## src/hw/rtl/sli_pkg.sv

```systemverilog
// ----------------------------------------------------------------------------
// sli_pkg: shared types for the sorted list insert block
// Default depth, control state encoding and the control bundle that goes
// to the cells.
// ----------------------------------------------------------------------------
package sli_pkg;

	localparam int unsigned SLI_DEPTH = 16;
	localparam int unsigned VAL_W     = 32;
	localparam int unsigned POS_W     = 4;

	typedef enum logic {
		ST_IDLE,
		ST_EMIT
	} sli_state_t;

	// control bundle from the sequencer to the cell row
	typedef struct packed {
		logic insert;   // insert new value this cycle
		logic rotate;   // shift row toward cell 0, wrap at tail
		logic dropped;  // store was full on the current run
	} sli_ctl_t;

endpackage

```

## src/hw/rtl/sli_cell.sv

```systemverilog
// ----------------------------------------------------------------------------
// sli_cell: one entry of the sorted row
// Holds one value; on insert it keeps, takes the new value or takes its
// left neighbor; on rotate it takes the value handed in from the right.
// ----------------------------------------------------------------------------
module sli_cell
	import sli_pkg::*;
(
	input  logic                     clk,
	input  sli_ctl_t                 ctl,
	input  logic signed [VAL_W-1:0]  new_value,
	input  logic signed [VAL_W-1:0]  left_value,
	input  logic                     left_gt,
	input  logic                     occupied,
	input  logic                     is_slot,
	input  logic signed [VAL_W-1:0]  rot_value,
	output logic signed [VAL_W-1:0]  value_q,
	output logic                     gt
);

	// greater than the new value: this cell and all to its right move up
	assign gt = occupied && (value_q > new_value);

	always_ff @(posedge clk) begin
		if (ctl.insert && (gt || is_slot)) begin
			value_q <= left_gt ? left_value : new_value;
		end else if (ctl.rotate) begin
			value_q <= rot_value;
		end
	end

endmodule

```

## src/hw/rtl/sli_ctrl.sv

```systemverilog
// ----------------------------------------------------------------------------
// sli_ctrl: sequencer for the sorted list insert block
// Tracks entry count and output position, runs idle / emit states.
// ----------------------------------------------------------------------------
module sli_ctrl
	import sli_pkg::*;
#(
	parameter int unsigned DEPTH = SLI_DEPTH,
	localparam int unsigned CW = $clog2(DEPTH + 1),
	localparam int unsigned PW = $clog2(DEPTH)
) (
	input  logic          clk,
	input  logic          arst_n,
	input  logic          in_valid,
	output logic          in_ready,
	output logic          out_valid,
	input  logic          out_ready,
	output sli_ctl_t      ctl,
	output logic [CW-1:0] count_q,
	output logic [PW-1:0] pos_q,
	output logic          last
);

	sli_state_t state_q, state_d;
	logic       full;
	logic       in_fire;
	logic       out_fire;
	logic       dropped_q;

	assign full     = (count_q == CW'(DEPTH));
	assign last     = (CW'(pos_q) == count_q - CW'(1));
	assign in_fire  = in_valid && in_ready;
	assign out_fire = out_valid && out_ready;

	// next state
	always_comb begin
		state_d = state_q;
		case (state_q)
			ST_IDLE: begin
				if (in_valid) state_d = ST_EMIT;
			end
			ST_EMIT: begin
				if (out_ready && last) state_d = ST_IDLE;
			end
			default: state_d = ST_IDLE;
		endcase
	end

	// outputs
	always_comb begin
		in_ready    = 1'b0;
		out_valid   = 1'b0;
		ctl.insert  = 1'b0;
		ctl.rotate  = 1'b0;
		ctl.dropped = dropped_q;
		case (state_q)
			ST_IDLE: begin
				in_ready   = 1'b1;
				ctl.insert = in_valid && !full;
			end
			ST_EMIT: begin
				out_valid  = 1'b1;
				ctl.rotate = out_ready;
			end
			default: begin
				in_ready = 1'b0;
			end
		endcase
	end

	always_ff @(posedge clk or negedge arst_n) begin
		if (!arst_n) begin
			state_q   <= ST_IDLE;
			count_q   <= '0;
			pos_q     <= '0;
			dropped_q <= 1'b0;
		end else begin
			state_q <= state_d;
			if (in_fire) begin
				dropped_q <= full;
				pos_q     <= '0;
				if (!full) count_q <= count_q + CW'(1);
			end else if (out_fire) begin
				pos_q <= last ? '0 : pos_q + PW'(1);
			end
		end
	end

endmodule

```

## src/hw/rtl/sorted_list_insert.sv

```systemverilog
// ----------------------------------------------------------------------------
// sorted_list_insert: ascending sorted store with full dump per insert
// Row of DEPTH cells kept in ascending signed order; each insert is
// followed by a dump of the whole store.
// ----------------------------------------------------------------------------
// Usage:
//   Input channel (in_valid / in_ready, new_value): one beat per value.
//   The value is inserted after any equal entries: every cell compares
//   against new_value at once and either keeps its value, takes its left
//   neighbor or takes the new value.
//   Output channel (out_valid / out_ready): after each insert the store is
//   dumped smallest first, one beat per entry, entry_position counting from
//   zero (low four bits), last_entry on the final beat. The dump rotates
//   the cell row toward cell 0 with wraparound at the tail, so after
//   count beats the row is back in order.
//   Full store: the new value is discarded, and every beat of the dump
//   carries was_dropped.
//   Sequence: one accept in the idle state, then count beats (1..DEPTH);
//   in_ready is low for the whole dump.
//   Stall: out_ready low holds the row and the beat on the port.
//   Reset: arst_n clears the count and the sequencer; cell contents are
//   not reset and are never shown before being written.
// ----------------------------------------------------------------------------
module sorted_list_insert
	import sli_pkg::*;
#(
	parameter int unsigned DEPTH = SLI_DEPTH
) (
	input  logic                     clk,
	input  logic                     arst_n,
	input  logic                     in_valid,
	output logic                     in_ready,
	input  logic signed [VAL_W-1:0]  new_value,
	output logic                     out_valid,
	input  logic                     out_ready,
	output logic signed [VAL_W-1:0]  entry_value,
	output logic [POS_W-1:0]         entry_position,
	output logic                     last_entry,
	output logic                     was_dropped
);

	localparam int unsigned CW = $clog2(DEPTH + 1);
	localparam int unsigned PW = $clog2(DEPTH);

	sli_ctl_t              ctl;
	logic [CW-1:0]         count_q;
	logic [PW-1:0]         pos_q;
	logic                  last;
	logic signed [VAL_W-1:0] cell_value [DEPTH];
	logic                  cell_gt    [DEPTH];

	sli_ctrl #(
		.DEPTH(DEPTH)
	) u_ctrl (
		.clk      (clk),
		.arst_n   (arst_n),
		.in_valid (in_valid),
		.in_ready (in_ready),
		.out_valid(out_valid),
		.out_ready(out_ready),
		.ctl      (ctl),
		.count_q  (count_q),
		.pos_q    (pos_q),
		.last     (last)
	);

	for (genvar i = 0; i < DEPTH; i++) begin : g_cell
		logic signed [VAL_W-1:0] left_value;
		logic                    left_gt;
		logic signed [VAL_W-1:0] rot_value;
		logic                    occupied;
		logic                    is_slot;
		logic                    is_tail;

		assign occupied = (CW'(i) < count_q);
		assign is_slot  = (CW'(i) == count_q);
		assign is_tail  = (CW'(i) == count_q - CW'(1));

		if (i == 0) begin : g_head
			assign left_value = '0;
			assign left_gt    = 1'b0;
		end else begin : g_body
			assign left_value = cell_value[i-1];
			assign left_gt    = cell_gt[i-1];
		end

		// rotate toward cell 0; the tail of the occupied run takes cell 0
		if (i == DEPTH - 1) begin : g_end
			assign rot_value = is_tail ? cell_value[0] : cell_value[i];
		end else begin : g_mid
			assign rot_value = is_tail ? cell_value[0] : cell_value[i+1];
		end

		sli_cell u_cell (
			.clk       (clk),
			.ctl       (ctl),
			.new_value (new_value),
			.left_value(left_value),
			.left_gt   (left_gt),
			.occupied  (occupied),
			.is_slot   (is_slot),
			.rot_value (rot_value),
			.value_q   (cell_value[i]),
			.gt        (cell_gt[i])
		);
	end

	// beat comes straight from cell 0 and the sequencer registers
	assign entry_value    = cell_value[0];
	assign entry_position = POS_W'(pos_q);
	assign last_entry     = last;
	assign was_dropped    = ctl.dropped;

endmodule

```

## config.mk

```make
export PLATFORM = sky130hd
export DESIGN_NAME = sorted_list_insert
export DESIGN_NICKNAME = d
export VERILOG_FILES = /design/src/hw/rtl/sli_pkg.sv /design/src/hw/rtl/sli_cell.sv /design/src/hw/rtl/sli_ctrl.sv /design/src/hw/rtl/sorted_list_insert.sv
export SDC_FILE = /design/constraint.sdc
export NUM_CORES = 2
export LEC_CHECK = 0
export ABC_AREA = 0
export BUFFER_PORTS_ARGS = -buffer_cell sky130_fd_sc_hd__buf_2
export CORE_UTILIZATION = 60
export CTS_BUF_LIST = sky130_fd_sc_hd__clkbuf_4
export CTS_CLUSTER_SIZE = 10
export DETAILED_ROUTE_END_ITERATION = 8
export GPL_TIMING_DRIVEN = 0
export PLACE_DENSITY_LB_ADDON = 0.3
export SYNTH_ARGS = -nofsm -noshare
export SYNTH_HDL_FRONTEND = slang
export SYNTH_HIERARCHICAL = 1
export SYNTH_SLANG_ARGS = --single-unit
```

## constraint.sdc

```tcl
create_clock -name clk -period 3.7 [get_ports clk]
set_clock_uncertainty 0.15 [all_clocks]
set_input_delay 0.555 -clock clk [delete_from_list [all_inputs] [get_ports clk]]
set_output_delay 0.555 -clock clk [all_outputs]
set_load 0.02 [all_outputs]
```

==> flow_metrics.py <==
metrics = {
    "clock_tree": {
        "cts_tree": "done",
        "path_clk_slew_ns": 0.07,
        "cts_root_buf": "clkbuf_4",
        "numClockSinks": 523,
        "htree_levels": 4,
        "clk_latency_ns": 1.08,
        "max-clock-path-buffers": 3,
        "numCtsBuffers": 156,
    },
    "synthesis": {
        "yosysWarnings": 6,
        "syn_area_mm2": 0.05009,
        "synth_cells": 4880,
        "postSynthAreaPerCell_um2": 10.26,
    },
    "power": {
        "peakVddDrop_mv": 0.3796,
        "power.density_mw_per_mm2": 620.5,
        "p_leak_nw": 25.09,
    },
    "global_route": {
        "grt_pass1_wl_mm": 226.5,
        "grt_overflow_total": 0,
        "antenna_found_initial": 2,
        "grt_pass1_vias": 39187,
        "track_usage": 0.3449,
        "grt_max_degree": 45,
    },
    "run_status": {
        "run_status": "finished with violations",
        "violations": "negative setup slack",
    },
    "worst_hold_path": {
        "hold_class": "in -> reg",
    },
    "setup_path": {
        "critPathLaunch": "g_cell[10].u_cell/value_q[15]",
        "critPathCapture": "g_cell[11].u_cell/value_q[31]",
        "cp.required_ns": 4.31,
        "critical_path.cell_chain": "ha_1, nand4_1, a211oi_1, nor4b_4, buf_4, o21ba_2, a21oi_1, clkbuf_2, buf_2, o21ai_0, mux2_1",
        "cp_top_family": "compound AO/OA/AOI/OAI gates",
        "end_kind": "flop",
        "slowest_stage": "a211oi_1",
        "critical_path.max_stage_delay_ns": 0.59,
        "start_kind": "flop",
        "path_class": "reg -> reg",
        "r2r-start": "g_cell[10].u_cell/value_q[15]",
        "cp_num_buf_inv": 3,
        "worst-path-max-fanout": 10,
        "crit_arrival_ns": 4.36,
        "ff2ff_path_depth": 11,
        "cp.depth": 11,
        "reg2reg_to": "g_cell[11].u_cell/value_q[31]",
        "r2r_slack_ns": -0.05,
    },
    "floorplanning": {
        "die-height_um": 290.9,
        "dieArea_mm2": 0.08464,
        "row_count": 105,
        "start_util": 0.6081,
        "core_area_mm2": 0.08237,
        "die_x_um": 290.9,
        "io_pins": 76,
    },
    "sta": {
        "whs_ns": 0.1909,
        "finalCritPeriodShare": 1.013,
        "layout_setup_ws_ns": -0.04812,
        "fmax_ghz": 0.2668,
        "setup_viol": 7,
        "slew_headroom": 0.4313,
        "slew_violations": 0,
        "tightest_slew_ns": 0.8531,
        "setup_tns_ns": -0.1271,
        "min_period_ns": 3.748,
        "hold_viol_final": 0,
    },
    "route": {
        "ant_nets": 0,
        "vias": 40305,
        "wl_per_cell_um": 23.44,
        "drt-initial-drc-count": 4003,
        "drtPass1Iterations": 6,
        "vias_per_cell": 6.294,
        "routed_wl_mm": 150.1,
        "drc": 0,
    },
    "final_layout": {
        "area_growth_pct": 10.26,
        "layout.nets": 5765,
        "layout-drive-gt1-share": 0.3352,
        "final_core_util": 0.6705,
    },
    "placement": {
        "dpl.hpwl_mm": 117.5,
        "pre_cts_ws_ns": -1.524,
        "port_buffers": 75,
        "place_congestion": 0.9594,
    },
    "flow_run": {
        "maxCapViolations": 0,
    },
}
-- metal layers --
metal  up-vias  part of all wire  track usage
met5         -                 0            0
met4         0             0.038       0.1408
met3       367             0.086      0.05948
met2      1911              0.45       0.5357
met1     19489              0.43       0.4754
li1      18538                 -            -
-- registers in the layout, summed over array words and instances, names as in the netlist --
name                   flops
g_cell.u_cell/value_q    512
u_ctrl/pos_q               4
u_ctrl/dropped_q           1
u_ctrl/state_q             1
u_ctrl/count_q             5
-- through the flow --
step,instance area (um2),instances,total power [mW]
2_1_floorplan,50220,4912,21.82
3_3_place_gp,51930,6057,26.45
3_5_place_dp,51950,6058,27.00
4_1_cts,54550,6360,33.51
5_1_grt,55230,6403,35.95
6_report,55230,6404,34.27
-- layout by cell type, fill, tap and decap left out, types with 19 or more instances in the layout --
cell and n:
buf_2 145, mux2_4 480, mux2_2 521, nor2b_1 19, edfxtp_1 512, mux2_1 39, nand4_1 98, nor2_1 40
inv_1 528, clkbuf_1 42, conb_1 33, o21ai_0 544, buf_6 45, ha_1 515, clkbuf_4 235, clkinv_1 34
nor3_1 33, o211ai_1 32, a21oi_1 223, nand2_1 596, clkbuf_2 65, buf_4 74, nand3_1 83, a21o_1 34
or4_4 30
-- layout make-up --
| type | instances | area, um2 |
|---|---|---|
| multi-input cells | 3611 | 31690 |
| inverters | 529 | 1986 |
| well taps | 1070 | 1339 |
| clock buffers | 226 | 1697 |
| fillers | 6301 | 27140 |
| clock inverters | 49 | 309.0 |
| diodes | 3 | 7.507 |
| repair buffers | 144 | 955.9 |
| plain buffers | 249 | 1583 |
| flip-flops and latches | 523 | 15660 |
-- power breakdown --
part / total (mW) / internal (mW) / switching (mW)
combinational: 17.7 / 7.80 / 9.87
sequential: 10.5 / 9.05 / 1.48
clock: 6.07 / 3.08 / 2.99
-- worst register-to-register path, delay by kind of cell, from the launching register on --
family,cells,cell delay (ns)
AOI/OAI and AO/OA,4,1.06
and+or+nand+nor,2,0.36
DFF,1,0.44
buffers and inverters,3,0.82
muxes,1,0.30
adders and majority gates,1,0.32
-- worst min path at each step --
| stage | start | to | slack (ns) | depth (start not counted) |
|---|---|---|---|---|
| 4_1_cts | new_value[4] | g_cell[7].u_cell/value_q[4] | 0.12 | 4 |
| 6_report | new_value[19] | g_cell[12].u_cell/value_q[19] | 0.19 | 4 |
| 5_1_grt | new_value[19] | g_cell[12].u_cell/value_q[19] | 0.18 | 4 |
| 2_1_floorplan | arst_n | u_ctrl/count_q[0] | 0.11 | 0 |
| 3_5_place_dp | arst_n | u_ctrl/dropped_q | 0.30 | 1 |
| 3_3_place_gp | arst_n | u_ctrl/dropped_q | 0.29 | 1 |
-- timing repair --
item | CTS | global route
buffers inserted | 22 | 41
hold endpoints to repair | 19 | 0
pin swaps | 0 | 25
endpoints found under the setup margin | 1024 | 495
hold buffers | 5 | 0
resized for setup | 110 | 220
No activity file was read; power rests on OpenSTA's default activity.
